===== src/assert_macros.svh =====
// Assertion helpers used by the RTL.
`ifndef ASSERT_MACROS_SVH
`define ASSERT_MACROS_SVH

// Same-cycle implication, disabled while reset is asserted.
`define ASSERT_SAME(label, clk, rst_n, a, b) \
    label: assert property (@(posedge clk) disable iff (!rst_n) (a) |-> (b)) \
        else $error("assertion failed");

// Next-cycle implication, disabled while reset is asserted.
`define ASSERT_NEXT(label, clk, rst_n, a, b) \
    label: assert property (@(posedge clk) disable iff (!rst_n) (a) |=> (b)) \
        else $error("assertion failed");

`endif


===== src/bmhe_pkg.sv =====
`default_nettype none
package bmhe_pkg;

    localparam int MAP_ENTRIES_DEF = 256;

    // operations
    localparam logic [1:0] OP_EVENT = 2'd0;
    localparam logic [1:0] OP_LOAD  = 2'd1;
    localparam logic [1:0] OP_AGG   = 2'd2;
    localparam logic [1:0] OP_NONE  = 2'd3;

    // result status
    localparam logic [1:0] ST_OK  = 2'd0;
    localparam logic [1:0] ST_ERR = 2'd1;
    localparam logic [1:0] ST_REJ = 2'd2;

    // config register indexes
    localparam logic [2:0] REG_HOST0 = 3'd0;
    localparam logic [2:0] REG_HOST1 = 3'd1;
    localparam logic [2:0] REG_HOST2 = 3'd2;
    localparam logic [2:0] REG_HOST3 = 3'd3;
    localparam logic [2:0] REG_SEAL  = 3'd4;

    typedef enum logic [1:0] {
        BLK_HOST_UPD = 2'd0,
        BLK_PAD      = 2'd1,
        BLK_MEAS_DIG = 2'd2
    } blk_sel_t;

    typedef struct packed {
        logic       item_ld;
        logic       pid_ld;
        logic       hash_start;
        logic       h_iv;
        blk_sel_t   blk_sel;
        logic       upd_zero;
        logic       hreg_ld;
        logic       meas_ld;
        logic       srch_clr;
        logic       srch_rd;
        logic       srch_inc;
        logic       store_en;
        logic       store_valid;
        logic       traj_inc;
        logic       res_ld;
        logic       res_added;
        logic       res_disc;
        logic [1:0] res_status;
    } cmd_t;

    typedef struct packed {
        logic [1:0] op;
        logic       seal;
        logic       srch_end;
        logic       match;
        logic       hit_valid;
        logic       full;
        logic       sha_done;
    } status_t;

endpackage
`default_nettype wire


===== src/bmhe_ctrl.sv =====
`default_nettype none
// Sequencer: decode, table search, four-compression extend, result handoff.
module bmhe_ctrl (
    input  wire logic              clk,
    input  wire logic              rst_n,
    input  wire logic              in_valid,
    output logic                   in_stall,
    output logic                   out_valid,
    input  wire logic              out_stall,
    input  wire bmhe_pkg::status_t sts,
    output bmhe_pkg::cmd_t         cmd
);
    import bmhe_pkg::*;

    typedef enum logic [6:0] {
        S_IDLE   = 7'b0000001,
        S_DEC    = 7'b0000010,
        S_HSTART = 7'b0000100,
        S_HWAIT  = 7'b0001000,
        S_SRD    = 7'b0010000,
        S_SCMP   = 7'b0100000,
        S_OUT    = 7'b1000000
    } state_t;

    typedef enum logic [1:0] {
        PH_ZERO  = 2'd0,
        PH_AGG   = 2'd1,
        PH_POINT = 2'd2
    } phase_t;

    state_t     state_reg, state_next;
    phase_t     phase_reg, phase_next;
    logic [1:0] hstep_reg, hstep_next;
    logic       have_agg_reg, have_agg_next;
    logic       poison_reg, poison_next;

    always_comb
    begin
        state_next    = state_reg;
        phase_next    = phase_reg;
        hstep_next    = hstep_reg;
        have_agg_next = have_agg_reg;
        poison_next   = poison_reg;
        cmd           = '0;
        cmd.blk_sel   = BLK_PAD;
        unique case (state_reg)
            S_IDLE:
            begin
                if (in_valid)
                begin
                    cmd.item_ld = 1'b1;
                    state_next  = S_DEC;
                end
            end
            S_DEC:
            begin
                priority if (sts.op == OP_NONE || poison_reg)
                begin
                    cmd.res_ld     = 1'b1;
                    cmd.res_status = ST_ERR;
                    state_next     = S_OUT;
                end
                else if (sts.op == OP_EVENT)
                begin
                    cmd.pid_ld = 1'b1;
                    if (!have_agg_reg)
                    begin
                        phase_next = PH_ZERO;
                        hstep_next = 2'd0;
                        state_next = S_HSTART;
                    end
                    else
                    begin
                        cmd.srch_clr = 1'b1;
                        state_next   = S_SRD;
                    end
                end
                else if (sts.op == OP_LOAD)
                begin
                    if (sts.seal)
                    begin
                        cmd.res_ld     = 1'b1;
                        cmd.res_status = ST_REJ;
                        state_next     = S_OUT;
                    end
                    else
                    begin
                        cmd.srch_clr = 1'b1;
                        state_next   = S_SRD;
                    end
                end
                else
                begin
                    if (have_agg_reg)
                    begin
                        cmd.res_ld = 1'b1;
                        if (!sts.seal)
                        begin
                            poison_next    = 1'b1;
                            cmd.res_status = ST_ERR;
                        end
                        else
                        begin
                            cmd.res_status = ST_OK;
                        end
                        state_next = S_OUT;
                    end
                    else
                    begin
                        phase_next = PH_AGG;
                        hstep_next = 2'd0;
                        state_next = S_HSTART;
                    end
                end
            end
            S_HSTART:
            begin
                cmd.hash_start = 1'b1;
                cmd.h_iv       = !hstep_reg[0];
                cmd.upd_zero   = (phase_reg == PH_ZERO);
                if (hstep_reg == 2'd0)
                begin
                    cmd.blk_sel = BLK_HOST_UPD;
                end
                else if (hstep_reg == 2'd2)
                begin
                    cmd.blk_sel = BLK_MEAS_DIG;
                end
                state_next = S_HWAIT;
            end
            S_HWAIT:
            begin
                if (sts.sha_done)
                begin
                    cmd.hreg_ld = 1'b1;
                    if (hstep_reg == 2'd3)
                    begin
                        cmd.meas_ld = 1'b1;
                        unique case (phase_reg)
                            PH_ZERO:
                            begin
                                have_agg_next = 1'b1;
                                cmd.srch_clr  = 1'b1;
                                state_next    = S_SRD;
                            end
                            PH_AGG:
                            begin
                                have_agg_next  = 1'b1;
                                cmd.res_ld     = 1'b1;
                                cmd.res_status = ST_OK;
                                state_next     = S_OUT;
                            end
                            default:
                            begin
                                cmd.store_en    = 1'b1;
                                cmd.store_valid = !(sts.op == OP_EVENT && sts.seal);
                                cmd.traj_inc    = (sts.op == OP_EVENT) && !sts.seal;
                                cmd.res_ld      = 1'b1;
                                cmd.res_added   = 1'b1;
                                cmd.res_disc    = (sts.op == OP_EVENT) && sts.seal;
                                cmd.res_status  = ST_OK;
                                state_next      = S_OUT;
                            end
                        endcase
                    end
                    else
                    begin
                        hstep_next = hstep_reg + 2'd1;
                        state_next = S_HSTART;
                    end
                end
            end
            S_SRD:
            begin
                if (sts.srch_end)
                begin
                    if (sts.full)
                    begin
                        cmd.res_ld = 1'b1;
                        if (sts.op == OP_EVENT)
                        begin
                            poison_next    = 1'b1;
                            cmd.res_status = ST_ERR;
                        end
                        else
                        begin
                            cmd.res_status = ST_REJ;
                        end
                        state_next = S_OUT;
                    end
                    else
                    begin
                        phase_next = PH_POINT;
                        hstep_next = 2'd0;
                        state_next = S_HSTART;
                    end
                end
                else
                begin
                    cmd.srch_rd = 1'b1;
                    state_next  = S_SCMP;
                end
            end
            S_SCMP:
            begin
                if (sts.match)
                begin
                    cmd.res_ld     = 1'b1;
                    cmd.res_disc   = (sts.op == OP_EVENT) && !sts.hit_valid;
                    cmd.res_status = ST_OK;
                    state_next     = S_OUT;
                end
                else
                begin
                    cmd.srch_inc = 1'b1;
                    state_next   = S_SRD;
                end
            end
            S_OUT:
            begin
                if (!out_stall)
                begin
                    state_next = S_IDLE;
                end
            end
            default:
            begin
                state_next = S_IDLE;
            end
        endcase
    end

    always_ff @(posedge clk or negedge rst_n)
    begin
        if (!rst_n)
        begin
            state_reg    <= S_IDLE;
            phase_reg    <= PH_ZERO;
            hstep_reg    <= '0;
            have_agg_reg <= 1'b0;
            poison_reg   <= 1'b0;
        end
        else
        begin
            state_reg    <= state_next;
            phase_reg    <= phase_next;
            hstep_reg    <= hstep_next;
            have_agg_reg <= have_agg_next;
            poison_reg   <= poison_next;
        end
    end

    assign in_stall  = (state_reg != S_IDLE);
    assign out_valid = (state_reg == S_OUT);
endmodule
`default_nettype wire


===== config.mk =====
export PLATFORM = sky130hd
export DESIGN_NAME = bmhe_ctrl
export DESIGN_NICKNAME = d
export VERILOG_FILES = /design/src/assert_macros.svh /design/src/bmhe_pkg.sv /design/src/bmhe_ctrl.sv
export SDC_FILE = /design/constraint.sdc
export NUM_CORES = 1
export LEC_CHECK = 0
export ABC_AREA = 1
export BUFFER_PORTS_ARGS = -buffer_cell sky130_fd_sc_hd__buf_2
export CAP_MARGIN = 20
export CORE_ASPECT_RATIO = 0.9
export CORE_MARGIN = 5
export CORE_UTILIZATION = 35
export CTS_BUF_LIST = sky130_fd_sc_hd__clkbuf_8
export DETAILED_ROUTE_END_ITERATION = 16
export GPL_TIMING_DRIVEN = 0
export PLACE_DENSITY = 0.65
export SKIP_CTS_REPAIR_TIMING = 1
export SLEW_MARGIN = 40
export SYNTH_ARGS = -nofsm -noshare
export SYNTH_HDL_FRONTEND = slang
export SYNTH_SLANG_ARGS = --single-unit

===== constraint.sdc =====
create_clock -name clk -period 1.36 [get_ports clk]
set_input_delay 0.068 -clock clk [delete_from_list [all_inputs] [get_ports clk]]
set_output_delay 0.068 -clock clk [all_outputs]
set_load 0.01 [all_outputs]

# After elaboration in Yosys (flattened, before gate mapping)
# Index checks and enable logic that the tools add are counted.
# Widths: inputs -> output; s select.
# op_classes
n_addsub	1
n_eq_ne	29
muxes	90
n_reduce_logical	19
# ops
cell	n
$mux 7	13
$mux 2	27
$pmux 7 s7	1
$mux 1	34
$ne 2x2->1 const B	13
$mux 8	2
$reduce_and 7->1	2
$mux 3	4
$mux 5	2
$ne 3x3->1 const B	3
$reduce_and 9->1	1
$pmux 2 s4	1
$eq 7x1->1 const B	1
$eq 7x2->1 const B	1
$eq 7x3->1 const B	1
$eq 7x4->1 const B	1
$eq 7x5->1 const B	1
$eq 7x6->1 const B	1
$eq 7x7->1 const B	1
$ne 7x1->1 const B	1
$eq 2x2->1 const B	3
$logic_not 2->1	3
$pmux 1 s2	3
$pmux 2 s3	1
12 further kinds	18
# word_totals
reg_bits	13
out_inout_bits	22
wordCells	144

# Depth between registers and ports, before layout
# Gate-level depths: netlist (run 1).
# depth
ltp_word	7
mapped_depth	10
depth_no_buf	10

# Worst setup path before layout (run 1)
# Ideal clock, no wire load.
# synth_path
path_kind	register -> output
start	register state_reg[5]
end	output port cmd[7] (netlist bit)
t_arrival_ns	1.328
required_time_ns	1.292
setup_slack_ns	-0.036
stages_incl_launch_ff	9
path_buffers	1
path_cell_list	dfrtp_1 > inv_2 > nand3_4 > nor2_4 > nand2_4 > nor2_4 > nand2_4 > inv_1 > buf_4
# synth_rtl
item	line	source
start: declaration	bmhe_ctrl.sv:31	state_t state_reg, state_next;
start signal: assignment	bmhe_ctrl.sv:245	state_reg <= state_next;
end: declaration	bmhe_ctrl.sv:11	output bmhe_pkg::cmd_t cmd

==> results of run 1 <==
-- cells in the mapped netlist (2+ instances only) --
| master | count |
|---|---|
| inv_2 | 3 |
| nand2_4 | 2 |
| nor2_1 | 21 |
| o21ai_0 | 7 |
| nand2_1 | 44 |
| nor2_2 | 3 |
| inv_1 | 29 |
| nor2_4 | 7 |
| nor3_1 | 5 |
| ha_1 | 3 |
| nand2_2 | 5 |
| dfrtp_1 | 12 |
| o211ai_1 | 2 |
| nand3_1 | 22 |
-- critical path, cell delays in order (launching register included) --
cell and delay (ns):
dfrtp_2 0.43, nor2_4 0.15, nand3_2 0.11, nor2_4 0.18, nand2_4 0.08, nor2_4 0.13
nand2_4 0.08, a21oi_2 0.11, buf_2 0.14
-- per-layer routing --
layer / vias to the layer above / share of wire [%] / track usage, %
met5: - / 0 / 0
met4: 0 / 1.1 / 3.76
met3: 4 / 4.6 / 3.09
met2: 25 / 47 / 20.8
met1: 561 / 47 / 19.3
li1: 661 / - / -
-- worst max path at each step --
stage | slack [ns] | end | from | cells past startpoint
finish | -0.38 | cmd[6] | state_reg[1]$_DFFE_PN0P_ | 8
global route | -0.45 | cmd[5] | state_reg[1]$_DFFE_PN0P_ | 8
CTS | -0.41 | cmd[7] | state_reg[5]$_DFFE_PN0P_ | 9
detailed placement | -0.14 | cmd[7] | state_reg[5]$_DFFE_PN0P_ | 9
global placement | -0.13 | cmd[7] | state_reg[5]$_DFFE_PN0P_ | 9
floorplan | -0.04 | cmd[7] | state_reg[5]$_DFFE_PN0P_ | 8
-- power by group through the flow --
stage	sequential (mW)	combinational (mW)	clock, mW
final	0.511	0.897	0.350
after CTS	0.509	0.674	0.359
after detailed placement	0.516	0.672	0
after global routing	0.518	0.993	0.373
after floorplan	0.509	0.499	0
after global placement	0.516	0.670	0
-- kinds of logic after synthesis --
group | after synthesis | synth area share, %
and+or+nand+nor | 114 | 49.9
buffers and inverters | 33 | 10.9
AOI/OAI and AO/OA | 14 | 7.94
DFF | 13 | 28.0
adders and majority gates | 3 | 3.22
-- per-stage QoR --
stage | instances | instance area [um2] | hold slack (ns) | TNS, ns
global route | 270 | 1670 | 0.121 | -8.00
global placement | 252 | 1380 | -0.0182 | -1.08
CTS | 256 | 1430 | -0.283 | -5.35
finish | 270 | 1670 | 0.0954 | -5.30
detailed placement | 252 | 1380 | -0.0166 | -1.08
floorplan | 177 | 1170 | -0.228 | -0.0386
-- cells in the final DEF (no fill, tap or decap), types with 7 or more instances in the layout --
master	netlist	layout
buf_4	1	11
inv_2	3	8
nand3_2	1	7
buf_6	0	8
nor2_1	21	14
nor2_4	7	11
buf_2	0	28
nand2_2	5	9
inv_1	29	25
nand3_1	22	16
nand2_1	44	39
dfrtp_1	12	10
-- final cells by class --
| type | instances | area (um2) | area share [%] |
|---|---|---|---|
| plain buffers | 1 | 11.3 | 0.674 |
| clock buffers | 3 | 41.3 | 2.47 |
| clock inverters | 1 | 3.75 | 0.225 |
| inverters | 32 | 120 | 7.19 |
| multi-input cells | 131 | 802 | 48.0 |
| flip-flops and latches | 13 | 329 | 19.7 |
| well taps | 42 | 52.6 | 3.14 |
| repair buffers | 47 | 312 | 18.6 |
==> run metrics, run 1 <==
status finished with violations; failing checks setup timing; die area approximately 4600 um2; Clock Sinks 13; WS Path Type register to output port; worst r2r src state_reg[4]$_DFFE_PN0P_; Worst-Margin Slew roughly 0.34 ns; DR pass1 iterations 4; mapped cell area roughly 1200 um2; setup ws final -0.378 ns; Hold Path Depth 3; Starting Density approximately 37%; NetSw 750 uW; DR vias approximately 1300; Syn Inst Count around 180; height of the die 64.8 um; fin nets roughly 240; Net Sw Frac 42.7%; Mapped Nets roughly 190; P_leak ~0.94 nW; floorplan row count 19; Max clock buf depth 2; Clock Latency Late Sink about 0.25 ns; Post-DRT Antenna Nets 0; core area approximately 3100 um2; max FFs per register 7; worst r2r path cells 10; Setup-failing EPs final 28; asr flop ratio synth 100%; crit end category output port; Port Buf Inserts 33; fmax 0.576 GHz; initial drt markers between 90 and 100; Post-Place Setup Slack -0.139 ns; Worst R2R Setup Slack -0.13 ns; Seq pwr share about 29%; DR vias/cell approximately 4.6; sequential-to-total area share from yosys stat around 28%; Worst Skew about 0.0024 ns; All-Layer GR Usage between 10% and 20%; CTS tree yes; FF-to-FF End phase_reg[1]$_DFFE_PN0P_; WHS Endpoint state_reg[1]$_DFFE_PN0P_; P_int 1.01 mW; number of flops mapped to enable cells by yosys 0; Most used DFF post-synth dfrtp_1; syn avg cell area 6.59 um2; CP max FO 4; top cells by area, synth dfrtp_1 (26%), nand2_1 (14%), nand3_1 (9.4%), inv_1 (9.3%), nor2_1 (6.8%); Boundary Pins 34; VDD IR-drop max between 0.5 and 0.6 mV; first-pass GRT wire length between 5 and 6 mm; final-layout fill cell count around 330; CTS Buf Count 3; per-cell routed wire length 11.9 um; residual overflow from global routing 0; RSZ-0062 raised after global routing true; post-synth cell types 26; Max Transition Viols Final 0; layout cells sized above 1 around 45%; YS warnings 0; GP Congestion roughly 0.83; hpwl dp approximately 2.4 mm; share of the synthesized area in the top cell type 25.8%; largest net degree at the start of global routing 14; Hold Path Class input pin to register; WP data arrival ~1.7 ns; Comb power frac around 51%; Seq cells post-synth 13; HP Start in_valid; Startpoint Class register; Tot Pwr between 1.5 and 2 mW; initial antenna violation count 0; Final min period 1.74 ns; final number of hold-violating endpoints 0; n_diodes 0; vias in the first global route 1093; CTS clk-pin slew, worst paths about 0.06 ns; clock root cell clkbuf_8; clock network power share 19.9%; PD cells approximately 1100 nW/um2; chip width approximately 70 um; area delta synth->final 43.3%; Max-cap violations 0; period utilization 128%; slew margin rel. between 70 and 80%; H-tree levels 1; DRC Markers 0; Util after Layout a little over half; Yosys top cell by area dfrtp_1; data required time of the critical path 1.29 ns; drt total wl 3.22 mm
No activity file was read; power rests on OpenSTA's default activity.
==> run 2: changes to the inputs <==
- ABC_AREA: 1 -> 0
- PLACE_DENSITY: 0.65 -> 0.66
==> run metrics, run 2 <==
status finished with violations; failing checks setup timing; YS warnings 0 (unchanged); slew margin rel. 70.7% (-6.5 points); final number of hold-violating endpoints 0 (unchanged); Final min period 2.43 ns (+0.693 ns); Post-DRT Antenna Nets 0 (unchanged); Port Buf Inserts 31 (-6.1%); PD cells 1070 nW/um2 (+1.3%); drt total wl 3.32 mm (+3.0%); die area 4170 um2 (-9.0%); vias in the first global route 976 (-11%); crit end category output port; max FFs per register 7 (unchanged); post-synth cell types 48 (+85%); P_leak 0.816 nW (-13%); Yosys top cell by area dfrtp_1; Final Hold Slack 0.0651 ns (-0.0303 ns); DR pass1 iterations 4 (unchanged); DP Area 1270 um2 (-7.9%); DR vias/cell 5.47 (+18%); core area 2790 um2 (-11%); Clock Sinks 13 (unchanged); critical-path cell list buf_6, or4_4, nor3_4, nand3_2, buf_4, o211ai_1, buf_2; mapped cell area 1040 um2 (-11%); Post-synth top cells nor2_1 (15), dfrtp_1 (12), inv_1 (10); DR vias 1230 (-1.7%); CP max FO 5 (+1); WS Path Type register to output port; residual overflow from global routing 0 (unchanged); floorplan row count 18 (-1); share of the synthesized area in the top cell type 28.8% (+3.0 points); chip width 67.6 um (-4.6%); Tot Pwr 1.85 mW (+5.4%); fmax 0.411 GHz (-29%); Syn Inst Count 130 (-27%); Slowest Stage Delay on Critical Path 0.56 ns (+0.13 ns); per-cell routed wire length 14.7 um (+24%); syn avg cell area 8.03 um2 (+22%); data required time of the critical path 1.29 ns (about the same); asr flop ratio synth 100% (unchanged); H-tree levels 1 (unchanged); Mapped Nets 145 (-24%); initial antenna violation count 0 (unchanged); initial drt markers 47 (-51%); Max Transition Viols Final 0 (unchanged); largest net degree at the start of global routing 14 (unchanged); Most used DFF post-synth dfrtp_1; hpwl dp 2.22 mm (-8.8%); WP data arrival 2.36 ns (+0.69 ns); top cells by area, synth dfrtp_1 (29%), nor2_1 (5.4%), ha_1 (3.6%), inv_1 (3.6%), nor4_1 (3.0%); most common cell in the netlist nor2_1; commonest non-fill, non-tap cell in the layout buf_2; RSZ-0062 raised after global routing true; VDD IR-drop max 1.07 mV (+86%); n_diodes 0 (unchanged); Boundary Pins 34 (unchanged); most frequent cells in the layout buf_2 (25), buf_4 (18), nor2_1 (15); Seq cells post-synth 13 (unchanged); Max-cap violations 0 (unchanged); Startpoint Class register; fin nets 201 (-18%); Worst-Margin Slew 0.438 ns (+0.0961 ns); layout cells sized above 1 52.4% (+7.7 points); number of flops mapped to enable cells by yosys 0 (unchanged); height of the die 61.8 um (-4.6%); GP Congestion 0.836 (+0.28%); area delta synth->final 66.7%; Starting Density 37.4% (+0.20 points); Clock Latency Late Sink 0.24 ns (about the same); clock root cell clkbuf_8; DRC Markers 0 (unchanged); setup TNS -22.33 ns (-17.03 ns); first-pass GRT wire length 4.49 mm (-10%); CTS tree yes; design area 1740 um2 (+4.0%); Max clock buf depth 2 (unchanged); CP max stage cell or4_4; Hold Path Class input pin to register; All-Layer GR Usage 14.1% (+0.45 points); CTS Buf Count 3 (unchanged); setup ws final -1.07 ns (-0.693 ns); Setup-failing EPs final 34 (+21%); Worst Skew 0.00105 ns (-0.00138 ns); period utilization 179% (+51 points); CTS clk-pin slew, worst paths 0.05 ns (about the same); sequential-to-total area share from yosys stat 31.3% (+3.3 points)
## run 2: cell count changes after synthesis, moves of 6 or more
cell / previous run / this run
a21oi_1: 0 / 6
clkbuf_1: 0 / 6
inv_1: 29 / 10
nand2_1: 44 / 8
nand3_1: 22 / 4
nor2_1: 21 / 15
nor2_4: 7 / 0
## run 2: area by class of cell
type                            instances  area [um2]
Inverter                               12        45.0
Clock inverter                          1        3.75
Clock buffer                            3        41.3
Timing Repair Buffer                   54         387
Buffer                                  7        53.8
Multi-Input combinational cell         95         831
Fill cell                             243        1050
Sequential cell                        13         328
Tap cell                               40        50.0
## run 2: per-layer routing
metal	up-vias	routed length, um	global-route usage [%]
met1	601	1470	19.0
met4	0	57	4.34
met3	6	169	2.70
met5	-	0	0
li1	584	-	-
met2	39	1610	22.9
## run 2: worst max-delay path, delay by kind of cell, from the launching register on
family                 cells  cell delay, ns
AND/OR/NAND/NOR            3            1.02
buffers and inverters      3            0.48
flip-flops                 1            0.38
AO/OA/AOI/OAI              1            0.24
## run 2: worst paths after layout
path                                               start                       end  slack, ns  cells after the start
worst max-delay path            state_reg[4]$_DFFE_PN0P_                    cmd[4]      -1.07                      7
max in group asynchronous                          rst_n  state_reg[0]$_DFFE_PN1P_       0.82                      2
min in group asynchronous                          rst_n  state_reg[6]$_DFFE_PN0P_       0.25                      2
worst max register to register  state_reg[4]$_DFFE_PN0P_  hstep_reg[1]$_DFFE_PN0P_      -0.88                      7
worst min-delay path                           out_stall  state_reg[6]$_DFFE_PN0P_       0.07                      2
worst min register to register  have_agg_reg$_DFFE_PN0P_  have_agg_reg$_DFFE_PN0P_       0.53                      2
## run 2: stage by stage
step	instances	setup WS (ns)	utilization, %
after floorplan	130	-0.765	-
after CTS	205	-1.24	47.3
final	225	-1.07	62.3
after global routing	225	-1.15	62.3
after global placement	201	-0.932	45.7
after detailed placement	201	-0.954	45.7
## run 2: kinds of logic (layout without fill, tap and decap cells)
family / count (synthesis) / after routing / share of synthesized area [%]
buffers and inverters: 22 / 77 / 9.23
flip-flops: 13 / 13 / 31.3
AND/OR/NAND/NOR: 59 / 59 / 31.9
adder cells (fa/ha/maj): 3 / 3 / 3.60
multiplexers: 2 / 2 / 2.04
AO/OA/AOI/OAI: 30 / 30 / 21.1
XOR/XNOR: 1 / 1 / 0.839
## run 2: where the power goes
group | switching (mW) | leakage (nW) | total, mW | internal (mW)
clock | 0.132 | 0.0269 | 0.331 | 0.199
sequential | 0.0531 | 0.165 | 0.489 | 0.435
combinational | 0.515 | 0.625 | 1.03 | 0.519
==> run 3: changes to the inputs <==
- SKIP_CTS_REPAIR_TIMING: 1 -> default
==> run metrics, run 3 (synthesis gave the netlist of run 2 again) <==
status finished with violations; failing checks setup timing; DR pass1 iterations 4 (unchanged); drt total wl 3.97 mm (+20%); vias in the first global route 1126 (+15%); design area 1800 um2 (+3.7%); CTS clk-pin slew, worst paths 0.06 ns (about the same); FF-to-FF End hstep_reg[1]$_DFFE_PN0P_; Startpoint Class register; fin nets 205 (+2.0%); WS Path Type register to output port; largest net degree at the start of global routing 14 (unchanged); DR vias/cell 5.62 (+2.8%); layout cells sized above 1 57.1% (+4.7 points); Port Buf Inserts 31 (unchanged); Max Transition Viols Final 0 (unchanged); period utilization 170% (-8.8 points); Worst path top cell family by delay simple AND/OR/NAND/NOR gates; Clock Latency Late Sink 0.24 ns (about the same); Worst path depth 5 (-2); Boundary Pins 34 (unchanged); height of the die 61.8 um (unchanged); Worst-Margin Slew 0.516 ns (+0.0777 ns); critical-path cell list or4_4, nor3_1, a21oi_1, o211ai_1, buf_2; WP data arrival 2.24 ns (-0.12 ns); CP max stage cell or4_4; DR vias 1287 (+4.6%); clock root cell clkbuf_8; Max clock buf depth 2 (unchanged); first-pass GRT wire length 5.29 mm (+18%); hpwl dp 2.22 mm (unchanged); CTS tree yes; final number of hold-violating endpoints 0 (unchanged); n_diodes 0 (unchanged); Worst setup startpoint state_reg[2]$_DFFE_PN0P_; Hold Path Class input pin to register; Final min period 2.31 ns (-0.120 ns); CTS Buf Count 3 (unchanged); DP Area 1270 um2 (unchanged); GP Congestion 0.836 (unchanged); most frequent cells in the layout buf_2 (28), buf_6 (17), buf_4 (16); VDD IR-drop max 1.07 mV (+0.42%); Post-DRT Antenna Nets 0 (unchanged); residual overflow from global routing 0 (unchanged); H-tree levels 1 (unchanged); data required time of the critical path 1.29 ns (about the same); Setup-failing EPs final 35 (+2.9%); worst r2r path cells 5 (-2); setup ws final -0.950 ns (+0.120 ns); CP bufs+invs 1 (-2); P_leak 0.832 nW (+1.9%); Final Hold Slack 0.0611 ns (-0.00399 ns); crit end category output port; worst r2r src state_reg[2]$_DFFE_PN0P_; RSZ-0062 raised after global routing true; Slowest Stage Delay on Critical Path 0.57 ns (about the same); Starting Density 37.4% (unchanged); Clock Sinks 13 (unchanged); Worst Skew 0.00124 ns (+0.000187 ns); DRC Markers 0 (unchanged); die area 4170 um2 (unchanged); Worst R2R Setup Slack -0.80 ns (+0.08 ns); fmax 0.433 GHz (+5.2%); chip width 67.6 um (unchanged); slew margin rel. 65.3% (-5.3 points); PD cells 1190 nW/um2 (+12%); All-Layer GR Usage 16.8% (+2.7 points); CP max FO 3 (-2); area delta synth->final 72.9%; max FFs per register 7 (unchanged); end of the critical path cmd[4]; floorplan row count 18 (unchanged); commonest non-fill, non-tap cell in the layout buf_2; per-cell routed wire length 17.3 um (+18%); core area 2790 um2 (unchanged); initial drt markers 67 (+43%); setup TNS -22.35 ns (-0.0234 ns); Max-cap violations 0 (unchanged); initial antenna violation count 0 (unchanged)
run 3: changes by cell type in the layout (fill, tap and decap cells not counted), sizes merged:
cell	before	now
buf	57	61
clkinvlp	0	1
inv	13	12
run 3: cell type report:
cell class,instances,area [um2]
Clock inverter,1,3.75
Multi-Input combinational cell,95,851
Buffer,5,31.3
Sequential cell,13,330
Timing Repair Buffer,60,445
Fill cell,234,988
Inverter,12,51.3
Clock buffer,3,41.3
Tap cell,40,50.0
run 3: worst min-delay path by stage:
stage                     startpoint                        to  slack, ns  cells after the start
after floorplan                rst_n  have_agg_reg$_DFFE_PN0P_      -0.23                      0
after global placement         rst_n  state_reg[1]$_DFFE_PN0P_      -0.02                      1
after detailed placement       rst_n  state_reg[1]$_DFFE_PN0P_      -0.02                      1
after CTS                  out_stall  state_reg[6]$_DFFE_PN0P_       0.05                      2
after global routing       out_stall  state_reg[6]$_DFFE_PN0P_       0.07                      2
final                      out_stall  state_reg[6]$_DFFE_PN0P_       0.06                      2
run 3: power breakdown:
part           leakage (nW)  switching, mW  internal (mW)  total [mW]
clock network        0.0269          0.144          0.200       0.343
logic                 0.644          0.637          0.704        1.34
registers             0.161         0.0344          0.435       0.469
run 3: per-layer routing:
| metal | GRT usage [%] | share of wire [%] | wire length (um) |
|---|---|---|---|
| met1 | 21.1 | 41 | 1620 |
| met3 | 3.06 | 6.4 | 254 |
| met2 | 28.6 | 51 | 2040 |
| met4 | 6.65 | 1.3 | 53 |
| met5 | 0 | 0 | 0 |
run 3: what timing repair did:
action	4_1_cts	5_1_grt
resized for setup	31	40
hold buffers	1	0
setup buffers	18	14
endpoints found under the hold margin	13	0
setup endpoints to repair	35	35
pin swaps	13	21
run 3: stage by stage:
stage	utilization, %	cells	worst slack [ns]	power (mW)
5_1_grt	64.6	229	-1.07	2.25
6_report	64.6	229	-0.950	2.15
3_5_place_dp	45.7	201	-0.954	1.12
2_1_floorplan	-	130	-0.765	0.949
3_3_place_gp	45.7	201	-0.932	1.11
4_1_cts	57.0	220	-0.835	1.70
